<file path="src/cscf_pkg.sv">
`default_nettype none

package cscf_pkg;

  // Fixed widths of the stream fields.
  localparam int unsigned ByteW  = 8;
  localparam int unsigned CountW = 32;

  // Depth of the queue between the classifier and the output stage.
  localparam int unsigned QueueDepth = 2;
  localparam int unsigned QueuePtrW  = $clog2(QueueDepth);
  localparam int unsigned QueueCntW  = $clog2(QueueDepth + 1);

  // Character codes.
  localparam logic [ByteW-1:0] NewlineByte = 8'h0A;
  localparam logic [ByteW-1:0] NulByte     = 8'h00;

  // Configuration register indexes.
  typedef enum logic [1:0] {
    RegLineByte  = 2'd0,
    RegBlockByte = 2'd1,
    RegDouble    = 2'd2,
    RegRetain    = 2'd3
  } reg_index_e;

  // Scanner phase, one-hot.
  typedef enum logic [5:0] {
    PhNormal  = 6'b000001,
    PhPending = 6'b000010,
    PhLine    = 6'b000100,
    PhBlock   = 6'b001000,
    PhStar    = 6'b010000,
    PhAfter   = 6'b100000
  } phase_e;

  // Live configuration seen by the classifier.
  typedef struct packed {
    logic [ByteW-1:0] line_byte;
    logic [ByteW-1:0] block_byte;
    logic             double_mode;
    logic             retain;
  } cfg_t;

  // One queued word: one or two results caused by a single input word.
  typedef struct packed {
    logic              dual;
    logic [ByteW-1:0]  byte0;
    logic [CountW-1:0] count0;
    logic [ByteW-1:0]  byte1;
    logic [CountW-1:0] count1;
  } entry_t;

endpackage

`default_nettype wire

</file>
<file path="src/cscf_front.sv">
`default_nettype none

module cscf_front #(
  parameter int unsigned LINE_BITS = 32
) (
  input  wire logic                          clk_i,
  input  wire logic                          rst_ni,
  input  wire cscf_pkg::cfg_t                cfg_i,
  input  wire logic                          in_valid_i,
  output logic                               in_ready_o,
  input  wire logic [cscf_pkg::ByteW-1:0]    text_byte_i,
  input  wire logic                          end_of_text_i,
  output logic                               push_o,
  output cscf_pkg::entry_t                   entry_o,
  input  wire logic                          queue_ready_i
);

  localparam logic [LINE_BITS-1:0] LineMax = '1;
  localparam logic [LINE_BITS-1:0] LineOne = LINE_BITS'(1);

  cscf_pkg::phase_e          phase_q, phase_d;
  logic [LINE_BITS-1:0]      line_q, line_d, line_new;
  logic                      fire, emit;
  logic                      is_nl, is_lc, is_mc;
  logic [cscf_pkg::CountW-1:0] cnt_before, cnt_after;

  assign in_ready_o = queue_ready_i;
  assign fire       = in_valid_i && queue_ready_i;
  assign push_o     = fire && emit;

  assign is_nl = (text_byte_i == cscf_pkg::NewlineByte);
  assign is_lc = (text_byte_i == cfg_i.line_byte);
  assign is_mc = (text_byte_i == cfg_i.block_byte);

  // Newlines count everywhere, comments included; the counter saturates.
  assign line_new   = (is_nl && (line_q != LineMax)) ? line_q + LineOne : line_q;
  assign cnt_before = cscf_pkg::CountW'(line_q);
  assign cnt_after  = cscf_pkg::CountW'(line_new);

  // Phase update and result selection for the current word.
  always_comb begin
    phase_d       = cscf_pkg::PhNormal;
    emit          = 1'b0;
    entry_o.dual  = 1'b0;
    entry_o.byte0 = text_byte_i;
    entry_o.count0 = cnt_after;
    entry_o.byte1 = text_byte_i;
    entry_o.count1 = cnt_after;
    case (phase_q)
      cscf_pkg::PhPending: begin
        if (is_mc) begin
          phase_d       = cscf_pkg::PhBlock;
          emit          = end_of_text_i;
          entry_o.byte0 = cscf_pkg::NulByte;
        end else if (is_lc) begin
          if (is_nl) begin
            phase_d = cscf_pkg::PhNormal;
            emit    = 1'b1;
          end else begin
            phase_d       = cscf_pkg::PhLine;
            emit          = end_of_text_i;
            entry_o.byte0 = cscf_pkg::NulByte;
          end
        end else begin
          // The held comment byte goes out first, with the count before this word.
          phase_d        = cscf_pkg::PhNormal;
          emit           = 1'b1;
          entry_o.dual   = 1'b1;
          entry_o.byte0  = cfg_i.line_byte;
          entry_o.count0 = cnt_before;
        end
      end
      cscf_pkg::PhLine: begin
        if (is_nl) begin
          phase_d = cscf_pkg::PhNormal;
          emit    = 1'b1;
        end else begin
          phase_d       = cscf_pkg::PhLine;
          emit          = end_of_text_i;
          entry_o.byte0 = cscf_pkg::NulByte;
        end
      end
      cscf_pkg::PhBlock, cscf_pkg::PhStar: begin
        if ((phase_q == cscf_pkg::PhStar) && is_lc) begin
          phase_d = cscf_pkg::PhAfter;
        end else if (is_mc) begin
          phase_d = cscf_pkg::PhStar;
        end else begin
          phase_d = cscf_pkg::PhBlock;
        end
        emit          = end_of_text_i;
        entry_o.byte0 = cscf_pkg::NulByte;
      end
      cscf_pkg::PhAfter: begin
        phase_d = cscf_pkg::PhNormal;
        emit    = 1'b1;
      end
      default: begin
        if (cfg_i.retain || !is_lc) begin
          phase_d = cscf_pkg::PhNormal;
          emit    = 1'b1;
        end else if (!cfg_i.double_mode) begin
          phase_d       = cscf_pkg::PhLine;
          emit          = end_of_text_i;
          entry_o.byte0 = cscf_pkg::NulByte;
        end else if (end_of_text_i) begin
          phase_d = cscf_pkg::PhNormal;
          emit    = 1'b1;
        end else begin
          phase_d = cscf_pkg::PhPending;
        end
      end
    endcase
  end

  // The end of the text returns phase and counter to their reset values.
  always_comb begin
    line_d = line_new;
    if (end_of_text_i) begin
      line_d = LineOne;
    end
  end

  always_ff @(posedge clk_i or negedge rst_ni) begin
    if (!rst_ni) begin
      phase_q <= cscf_pkg::PhNormal;
      line_q  <= LineOne;
    end else if (fire) begin
      phase_q <= end_of_text_i ? cscf_pkg::PhNormal : phase_d;
      line_q  <= line_d;
    end
  end

endmodule

`default_nettype wire

</file>
<file path="src/cscf_queue.sv">
`default_nettype none

module cscf_queue (
  input  wire logic             clk_i,
  input  wire logic             rst_ni,
  input  wire logic             push_i,
  input  wire cscf_pkg::entry_t push_data_i,
  output logic                  push_ready_o,
  output logic                  pop_valid_o,
  output cscf_pkg::entry_t      pop_data_o,
  input  wire logic             pop_i
);

  cscf_pkg::entry_t                 mem_q [cscf_pkg::QueueDepth];
  logic [cscf_pkg::QueuePtrW-1:0]   wr_ptr_q, rd_ptr_q;
  logic [cscf_pkg::QueueCntW-1:0]   count_q, count_d;
  logic                             do_push, do_pop;

  localparam logic [cscf_pkg::QueueCntW-1:0] Full =
    cscf_pkg::QueueCntW'(cscf_pkg::QueueDepth);
  localparam logic [cscf_pkg::QueuePtrW-1:0] Last =
    cscf_pkg::QueuePtrW'(cscf_pkg::QueueDepth - 1);

  assign push_ready_o = (count_q != Full);
  assign pop_valid_o  = (count_q != '0);
  assign pop_data_o   = mem_q[rd_ptr_q];
  assign do_push      = push_i && push_ready_o;
  assign do_pop       = pop_i && pop_valid_o;

  // Occupancy follows pushes and pops.
  always_comb begin
    count_d = count_q;
    if (do_push && !do_pop) begin
      count_d = count_q + cscf_pkg::QueueCntW'(1);
    end else if (do_pop && !do_push) begin
      count_d = count_q - cscf_pkg::QueueCntW'(1);
    end
  end

  always_ff @(posedge clk_i or negedge rst_ni) begin
    if (!rst_ni) begin
      wr_ptr_q <= '0;
      rd_ptr_q <= '0;
      count_q  <= '0;
    end else begin
      count_q <= count_d;
      if (do_push) begin
        wr_ptr_q <= (wr_ptr_q == Last) ? '0 : wr_ptr_q + cscf_pkg::QueuePtrW'(1);
      end
      if (do_pop) begin
        rd_ptr_q <= (rd_ptr_q == Last) ? '0 : rd_ptr_q + cscf_pkg::QueuePtrW'(1);
      end
    end
  end

  // Storage needs no reset.
  always_ff @(posedge clk_i) begin
    if (do_push) begin
      mem_q[wr_ptr_q] <= push_data_i;
    end
  end

endmodule

`default_nettype wire

</file>
<file path="src/cscf_back.sv">
`default_nettype none

module cscf_back (
  input  wire logic                         clk_i,
  input  wire logic                         rst_ni,
  input  wire logic                         q_valid_i,
  input  wire cscf_pkg::entry_t             q_data_i,
  output logic                              q_pop_o,
  output logic                              out_valid_o,
  input  wire logic                         out_ready_i,
  output logic [cscf_pkg::ByteW-1:0]        out_byte_o,
  output logic [cscf_pkg::CountW-1:0]       line_count_o,
  output logic                              run_last_o
);

  cscf_pkg::entry_t entry_q;
  logic             valid_q, sel_q;
  logic             take, final_res;

  assign take      = valid_q && out_ready_i;
  assign final_res = !entry_q.dual || sel_q;
  assign q_pop_o   = q_valid_i && (!valid_q || (take && final_res));

  assign out_valid_o  = valid_q;
  assign out_byte_o   = sel_q ? entry_q.byte1 : entry_q.byte0;
  assign line_count_o = sel_q ? entry_q.count1 : entry_q.count0;
  assign run_last_o   = final_res;

  // Walk through the one or two results of the held word.
  always_ff @(posedge clk_i or negedge rst_ni) begin
    if (!rst_ni) begin
      valid_q <= 1'b0;
      sel_q   <= 1'b0;
    end else if (q_pop_o) begin
      valid_q <= 1'b1;
      sel_q   <= 1'b0;
    end else if (take) begin
      if (final_res) begin
        valid_q <= 1'b0;
        sel_q   <= 1'b0;
      end else begin
        sel_q <= 1'b1;
      end
    end
  end

  always_ff @(posedge clk_i) begin
    if (q_pop_o) begin
      entry_q <= q_data_i;
    end
  end

endmodule

`default_nettype wire

</file>
<file path="src/comment_stripping_char_filter.sv">
`default_nettype none

// Channel  Direction  Payload
// s_axis   in         tdata: text_byte; tlast: end_of_text
// m_axis   out        tdata: out_byte, line_count; tlast: run_last
// cfg      in         index 0..3, data: register value (low bits used)
//
// One input word is taken per cycle while s_axis_tready is high; it yields zero,
// one or two output words. The first of them passes through the queue and the
// output register of the output stage before it is offered on m_axis.
// The classifier updates the scan phase and line counter for each accepted word,
// and the output stage sends one word per cycle while m_axis_tready is high, so
// a word yielding two results holds the output stage until both are taken.
// A two-entry queue decouples the two sides; back-pressure on m_axis, or a run
// of words yielding two results, fills it and then drops s_axis_tready.
// Reset brings normal phase, line one and register defaults.

module comment_stripping_char_filter #(
  parameter int unsigned LINE_BITS = 32
) (
  input  wire logic        clk_i,
  input  wire logic        rst_ni,
  input  wire logic        s_axis_tvalid,
  output logic             s_axis_tready,
  input  wire logic [7:0]  s_axis_tdata,   // [7:0] text_byte
  input  wire logic        s_axis_tlast,
  output logic             m_axis_tvalid,
  input  wire logic        m_axis_tready,
  output logic [39:0]      m_axis_tdata,   // [7:0] out_byte, [39:8] line_count
  output logic             m_axis_tlast,
  input  wire logic        cfg_valid_i,
  output logic             cfg_ready_o,
  input  wire logic [1:0]  cfg_index_i,
  input  wire logic [7:0]  cfg_data_i
);

  cscf_pkg::cfg_t   cfg_q;
  cscf_pkg::entry_t push_entry, pop_entry;
  logic             push, q_ready, q_valid, q_pop;
  logic [cscf_pkg::ByteW-1:0]  out_byte;
  logic [cscf_pkg::CountW-1:0] line_count;

  assign cfg_ready_o = 1'b1;

  // Configuration registers.
  always_ff @(posedge clk_i or negedge rst_ni) begin
    if (!rst_ni) begin
      cfg_q.line_byte   <= 8'd47;
      cfg_q.block_byte  <= 8'd42;
      cfg_q.double_mode <= 1'b1;
      cfg_q.retain      <= 1'b0;
    end else if (cfg_valid_i) begin
      case (cscf_pkg::reg_index_e'(cfg_index_i))
        cscf_pkg::RegLineByte:  cfg_q.line_byte   <= cfg_data_i;
        cscf_pkg::RegBlockByte: cfg_q.block_byte  <= cfg_data_i;
        cscf_pkg::RegDouble:    cfg_q.double_mode <= cfg_data_i[0];
        cscf_pkg::RegRetain:    cfg_q.retain      <= cfg_data_i[0];
        default: begin
        end
      endcase
    end
  end

  cscf_front #(
    .LINE_BITS(LINE_BITS)
  ) u_front (
    .clk_i,
    .rst_ni,
    .cfg_i         (cfg_q),
    .in_valid_i    (s_axis_tvalid),
    .in_ready_o    (s_axis_tready),
    .text_byte_i   (s_axis_tdata),
    .end_of_text_i (s_axis_tlast),
    .push_o        (push),
    .entry_o       (push_entry),
    .queue_ready_i (q_ready)
  );

  cscf_queue u_queue (
    .clk_i,
    .rst_ni,
    .push_i       (push),
    .push_data_i  (push_entry),
    .push_ready_o (q_ready),
    .pop_valid_o  (q_valid),
    .pop_data_o   (pop_entry),
    .pop_i        (q_pop)
  );

  cscf_back u_back (
    .clk_i,
    .rst_ni,
    .q_valid_i    (q_valid),
    .q_data_i     (pop_entry),
    .q_pop_o      (q_pop),
    .out_valid_o  (m_axis_tvalid),
    .out_ready_i  (m_axis_tready),
    .out_byte_o   (out_byte),
    .line_count_o (line_count),
    .run_last_o   (m_axis_tlast)
  );

  assign m_axis_tdata = {line_count, out_byte};

endmodule

`default_nettype wire
</file>
<file path="config.mk">
export PLATFORM = sky130hd
export DESIGN_NAME = comment_stripping_char_filter
export DESIGN_NICKNAME = d
export VERILOG_FILES = /design/src/cscf_pkg.sv /design/src/cscf_front.sv /design/src/cscf_queue.sv /design/src/cscf_back.sv /design/src/comment_stripping_char_filter.sv
export SDC_FILE = /design/constraint.sdc
export NUM_CORES = 1
export LEC_CHECK = 0
export BUFFER_PORTS_ARGS = -buffer_cell sky130_fd_sc_hd__buf_2
export CAP_MARGIN = 0
export CORE_MARGIN = 5
export CORE_UTILIZATION = 35
export DETAILED_ROUTE_END_ITERATION = 12
export GPL_TIMING_DRIVEN = 0
export MAX_ROUTING_LAYER = met4
export PLACE_DENSITY = 0.6
export SYNTH_ARGS = -nofsm -noshare
export SYNTH_HDL_FRONTEND = slang
export SYNTH_HIERARCHICAL = 1
export SYNTH_SLANG_ARGS = --single-unit
</file>
<file path="constraint.sdc">
create_clock -name clk_i -period 6.45 [get_ports clk_i]
set_input_delay 1.6125 -clock clk_i [delete_from_list [all_inputs] [get_ports clk_i]]
set_output_delay 1.6125 -clock clk_i [all_outputs]
set_load 0.02 [all_outputs]
</file>
# After elaboration in Yosys (flattened, before gate mapping)
# Memories as Yosys holds them, arrays and structs flattened. A register that Yosys moved wholly into a read port is not among the register bits.
# Cells that the tools add are included.
[totals]
regBits = 62
ramBits = 162
in_bits = 24
output_inout_bits = 44
elab_cells = 104
memories = 1
[classes]
add_sub_neg = 5
n_eq_ne = 13
n_mux = 44
reduce_logical = 30
[mem_list]
columns = ["memory", "depth", "width", "read_ports", "rd_clocked_by_memory_dff", "wr", "line_no", "source"]
rows = [
  ["u_queue.mem_q", 2, 81, 1, 1, 1, "cscf_queue.sv:14", "cscf_pkg::entry_t mem_q [cscf_pkg::QueueDepth];"],
]
[ops]
columns = ["operator", "count"]
rows = [
  ["$mux W32", 6],
  ["$mux W8", 6],
  ["$add A32 B1 Y32 const B", 1],
  ["$ne A32 B32 Y1 const B", 1],
  ["$pmux W8 S4", 1],
  ["$mux W6", 5],
  ["$pmux W6 S4", 1],
  ["$mux W1", 19],
  ["$eq A8 B8 Y1", 2],
  ["$logic_and A1 B1 Y1", 11],
  ["$reduce_and A2 Y1", 5],
  ["$eq A8 B4 Y1 const B", 1],
  ["$reduce_bool A2 Y1", 4],
  ["$eq A6 B2 Y1 const B", 1],
  ["$eq A6 B3 Y1 const B", 1],
  ["$eq A6 B4 Y1 const B", 1],
  ["$eq A6 B5 Y1 const B", 1],
  ["$eq A6 B6 Y1 const B", 1],
  ["$mux W3", 2],
  ["$logic_not A1 Y1", 5],
  ["$mux W5", 1],
  ["$eq A2 B2 Y1 const B", 2],
  ["$mux W2", 2],
  ["$pmux W1 S4", 1],
  ["8 further kinds", 11],
]

# Depth between registers and ports, before layout
[logic_depth]
word_depth = 11
depth_mapped = 14

# By module
# Netlist, hierarchy kept.
[modules_own_cells]
columns = ["mod", "instances", "cells_each", "area_per_inst_um2", "seq_area_each_um2"]
rows = [
  ["cscf_queue", 1, 270, 6438.7, 4964.8],
  ["cscf_front", 1, 449, 3611.0, 953.4],
  ["cscf_back", 1, 136, 3041.7, 2482.4],
  ["comment_stripping_char_filter", 1, 42, 718.2, 461.7],
]

# Worst setup path before layout
# No wires, ideal clock.
[synth_timing]
kind = "input to register"
start = "in s_axis_tdata[5]"
end = "mem u_queue/mem_q[0][0] (netlist bit) (enable)"
arrival_time_ns = 6.092
required_time_ns = 5.929
path_slack_ns = -0.163
cell_stages = 7
path_buffers = 0
cell_sequence = "nor4_2 nand2_1 a22oi_1 nor3_1 a21oi_1 nand2_1 nor2_1"
[synth_via]
elab_chain_cells = 9
[synth_lines]
columns = ["element", "line_no", "source"]
rows = [
  ["from (decl)", "comment_stripping_char_filter.sv:25", "input wire logic [7:0] s_axis_tdata,"],
  ["$eq A8 B4 Y1 or $eq A8 B8 Y1 (tied branches)", "cscf_front.sv:31, cscf_front.sv:32", ""],
  ["$mux W1 or $logic_not A1 Y1 (tied branches)", "cscf_front.sv:56, cscf_front.sv:74, cscf_front.sv:99", ""],
  ["$mux W1 or $logic_or A1 B1 Y1 (tied branches)", "cscf_front.sv:55, cscf_front.sv:99", ""],
  ["$mux W1 (on tied branches)", "cscf_front.sv:51, cscf_front.sv:99", ""],
  ["$pmux W1 S4 (*)", "cscf_front.sv:49", "case (phase_q)"],
  ["$logic_and A1 B1 Y1 (*)", "cscf_front.sv:29", "assign push_o = fire && emit;"],
  ["net push", "comment_stripping_char_filter.sv:39", "logic push, q_ready, q_valid, q_pop;"],
  ["$logic_and A1 B1 Y1 (*)", "cscf_queue.sv:27", "assign do_push = push_i && push_ready_o;"],
  ["$mux W1 (*)", "cscf_queue.sv:58", "if (do_push) begin"],
  ["$mux W1 (not written as such) (*)", "cscf_queue.sv:59", "mem_q[wr_ptr_q] <= push_data_i;"],
  ["to (decl)", "cscf_queue.sv:14", ""],
]
# Mark *: on every way through the listed nets, which the timed path passes. The rest lies on a longest branch.

# Final worst setup path
[layout_timing]
start = "in s_axis_tdata[5]"
end = "mem u_queue/mem_q[1][43] (netlist bit) (enable)"
# The elaborated chain is that of the path after synthesis.

==> impl_metrics.ini <==
[status]
status = complete, no violations

[global_routing]
grt_pass1_wl_um = 43200
antenna_found_initial = 1
grt.total_usage_pct = 12.8
grt_use_met1_pct = 16.6
met2_usage_pct = 21.0
grt_pass1_vias = 7768
use_met3_pct = 1.98
grt_overflow = 0
grt_max_degree = 63
top_usage_layer = met2

[place]
routabilityCongestion = 0.865
io_buffers = 65
dp.cells = 1486
dp_hpwl_um = 18700

[sta]
setup_viol = 0
hold_violations = 0
finalClockSkew_ns = 0.0235
rsz0062_at_grt = false
max_slew_margin_pct = 35.1
report.final.slew_viol_count = 0
fmax_mhz = 256
max_slew.worst_pin.slew_ns = 0.971
period_needed_ns = 3.91
holdWs_ns = 0.500
fin_crit_sh_pct = 60.6
tns_ns = 0

[floorplan]
ios = 68
die_area_um2 = 43500
fp.dieW_um = 209
die_h_um = 209
fp.coreArea_um2 = 38800
fp-row-count = 72
initial_utilization_pct = 35.6

[clock_tree]
path_clk_slew_ns = 0.06
cts_setup_buffers = 0
clockBufferDepth = 3
cts_tree = done
hold_buffers = 0
cts_root_buf = clkbuf_16
htree_levels = 2
clock_sinks = 305
clk_latency_ns = 0.51
numCtsBuffers = 35
cts.repair.resized = 0

[finish]
syn_to_final_growth_pct = 16.1
final_nets = 1031
stdcell_count = 1547
drive_gt1_share_pct = 31.8
fin_util_pct = 41.3

[power_and_ir_drop]
p_leak_nw = 6.30
vdd_drop_max_v = 0.000182
power.density_nw_per_um2 = 414

[logic_synthesis]
yosysUniqueCellTypes = 64
yosysTopAreaCellShare_pct = 52.8
ys_seq_area_share_pct = 64.2
synthFlopType = edfxtp_1
netlist_instances = 897
yosysTopAreaCell = edfxtp_1
ys_warn_count = 6
ys_top_cells_by_area = edfxtp_1 53%, dfrtp_1 9.2%, mux2_4 8.6%
synth.ff_latch_count = 305
synthesis.area_um2 = 13800
synthArstFlopShare_pct = 20.3
syn_nets = 923
syn_area_per_cell_um2 = 15.4
synth_edf_count = 243

[routing]
routed_via_density = 4.94
drt-total-wl_um = 27500
drt_iter0_drc = 428
route.detailed.drc = 0
postRouteAntennaNets = 0
wl_per_cell_um = 17.8
first_pass_iters = 5
vias = 7642

[setup_path]
path_cells = buf_2 -> nor4_2 -> nand2_1 -> a22oi_1 -> nor3_1 -> a21oi_1 -> and3_4 -> buf_16
crit_slowest_cell = and3_4
path_buf_inv = 2
critPathKind = in -> reg
worstSetupEndpointType = flip-flop
crit_required_ns = 6.63
start_kind = input port
cp_max_fo = 42
critical_path.max_stage_delay_ns = 0.65
cp.arrival_ns = 4.09
critPathTopFamily = simple AND/OR/NAND/NOR gates

[min_path]
min_path_type = reg -> reg

[flow_run]
drv_cap = 0
==> final timing paths <==
| kind | start | end | slack [ns] | depth (start not counted) |
|---|---|---|---|---|
| setup reg to reg | u_front/phase_q[4] | u_queue/mem_q[1][43] | 3.03 | 10 |
| min in group asynchronous | rst_ni | u_front/cnt_before[16] | 1.12 | 2 |
| max in group asynchronous | rst_ni | cfg_q[15] | 5.01 | 2 |
| setup / recovery | s_axis_tdata[5] | u_queue/mem_q[1][43] | 2.54 | 8 |
| hold / removal | u_queue/count_q[1] | u_queue/count_q[1] | 0.50 | 1 |
| hold reg to reg | u_queue/count_q[1] | u_queue/count_q[1] | 0.50 | 1 |
==> cell type report <==
class / instances / area (um2)
flip-flops and latches: 305 / 8860
multi-input cells: 520 / 4430
diodes: 1 / 2.50
fillers: 3516 / 22800
well taps: 518 / 648
plain buffers: 65 / 503
repair buffers: 71 / 463
inverters: 7 / 26.3
clock buffers: 45 / 923
clock inverters: 15 / 178
==> through the flow <==
step / worst slack, ns / cell area, um2 / power [W]
floorplan: 1.20 / 13800 / 0.00425
finish: 2.54 / 16000 / 0.00664
CTS: 2.55 / 16000 / 0.00676
detailed placement: 2.03 / 14900 / 0.00483
global route: 2.37 / 16000 / 0.00696
global placement: -0.654 / 14800 / 0.00479
==> registers in the layout, summed over array words and instances (netlist names) <==
| name | count |
|---|---|
| u_front/cnt_before | 32 |
| u_queue/rd_ptr_q | 1 |
| u_back/entry_q | 81 |
| u_back/out_valid_o | 1 |
| u_queue/count_q | 2 |
| u_front/phase_q | 6 |
| u_queue/mem_q | 162 |
| u_queue/wr_ptr_q | 1 |
| u_back/sel_q | 1 |
| cfg_q | 18 |
==> worst reg2reg max path, cell delays in order (launching register included) <==
cell      delay (ns)
dfrtp_1         0.35
clkbuf_1        0.19
nor3_1          0.26
and3_1          0.27
o21ai_0         0.13
clkbuf_1        0.28
a22oi_1         0.24
nor3_1          0.09
a21oi_1         0.25
and3_4          0.65
buf_16          0.30
==> report_power, final <==
part | switching [W] | total, W | leakage [nW] | internal (W)
Sequential | 0.000120 | 0.00285 | 3.19 | 0.00273
Combinational | 0.00104 | 0.00189 | 2.57 | 0.000850
Clock | 0.000736 | 0.00191 | 0.541 | 0.00117
==> metal layers <==
layer  vias to the layer above  share of wire (%)
met3                        50                3.7
li1                       3598                  -
met2                       169                 49
met1                      3825                 45
met5                         -                  0
met4                         0                2.3
==> synthesized netlist by cell type, drive strengths merged, types with 2 or more instances <==
master,number
a211oi,2
a21o,6
a21oi,7
a22o,8
a22oi,2
a31oi,15
a32o,3
a41oi,3
and2,5
and3,15
and4,6
buf,41
clkbuf,24
dfrtp,51
dfstp,11
edfxtp,243
ha,2
inv,6
mux2,140
mux2i,2
nand2,34
nand2b,5
nand3,25
nand3b,3
nand4,14
nand4b,3
nor2,45
nor2b,5
nor3,7
nor3b,3
nor4,4
o21ai,38
o22ai,4
o31ai,20
or3,3
xnor2,52
xor2,30
==> kinds of logic after synthesis <==
group / count (synthesis) / synth area share (%)
flip-flops: 305 / 64.2
other: 1 / 0.0272
XOR/XNOR: 82 / 5.20
AO/OA/AOI/OAI: 114 / 5.67
AND/OR/NAND/NOR: 179 / 7.20
multiplexers: 142 / 13.7
buffers and inverters: 72 / 3.83
adder cells (fa/ha/maj): 2 / 0.181
==> placed cells by master (no fill, tap or decap), types with 15 or more instances in the layout <==
master / instances
clkbuf_1: 33
nand3_1: 24
xnor2_1: 52
nand2_1: 34
mux2_2: 61
a31oi_1: 15
dfrtp_1: 51
clkbuf_16: 35
xor2_1: 30
buf_2: 74
mux2_4: 79
nor2_1: 44
o21ai_0: 38
edfxtp_1: 243
o31ai_1: 20
Power figures use the tool's default switching activity.
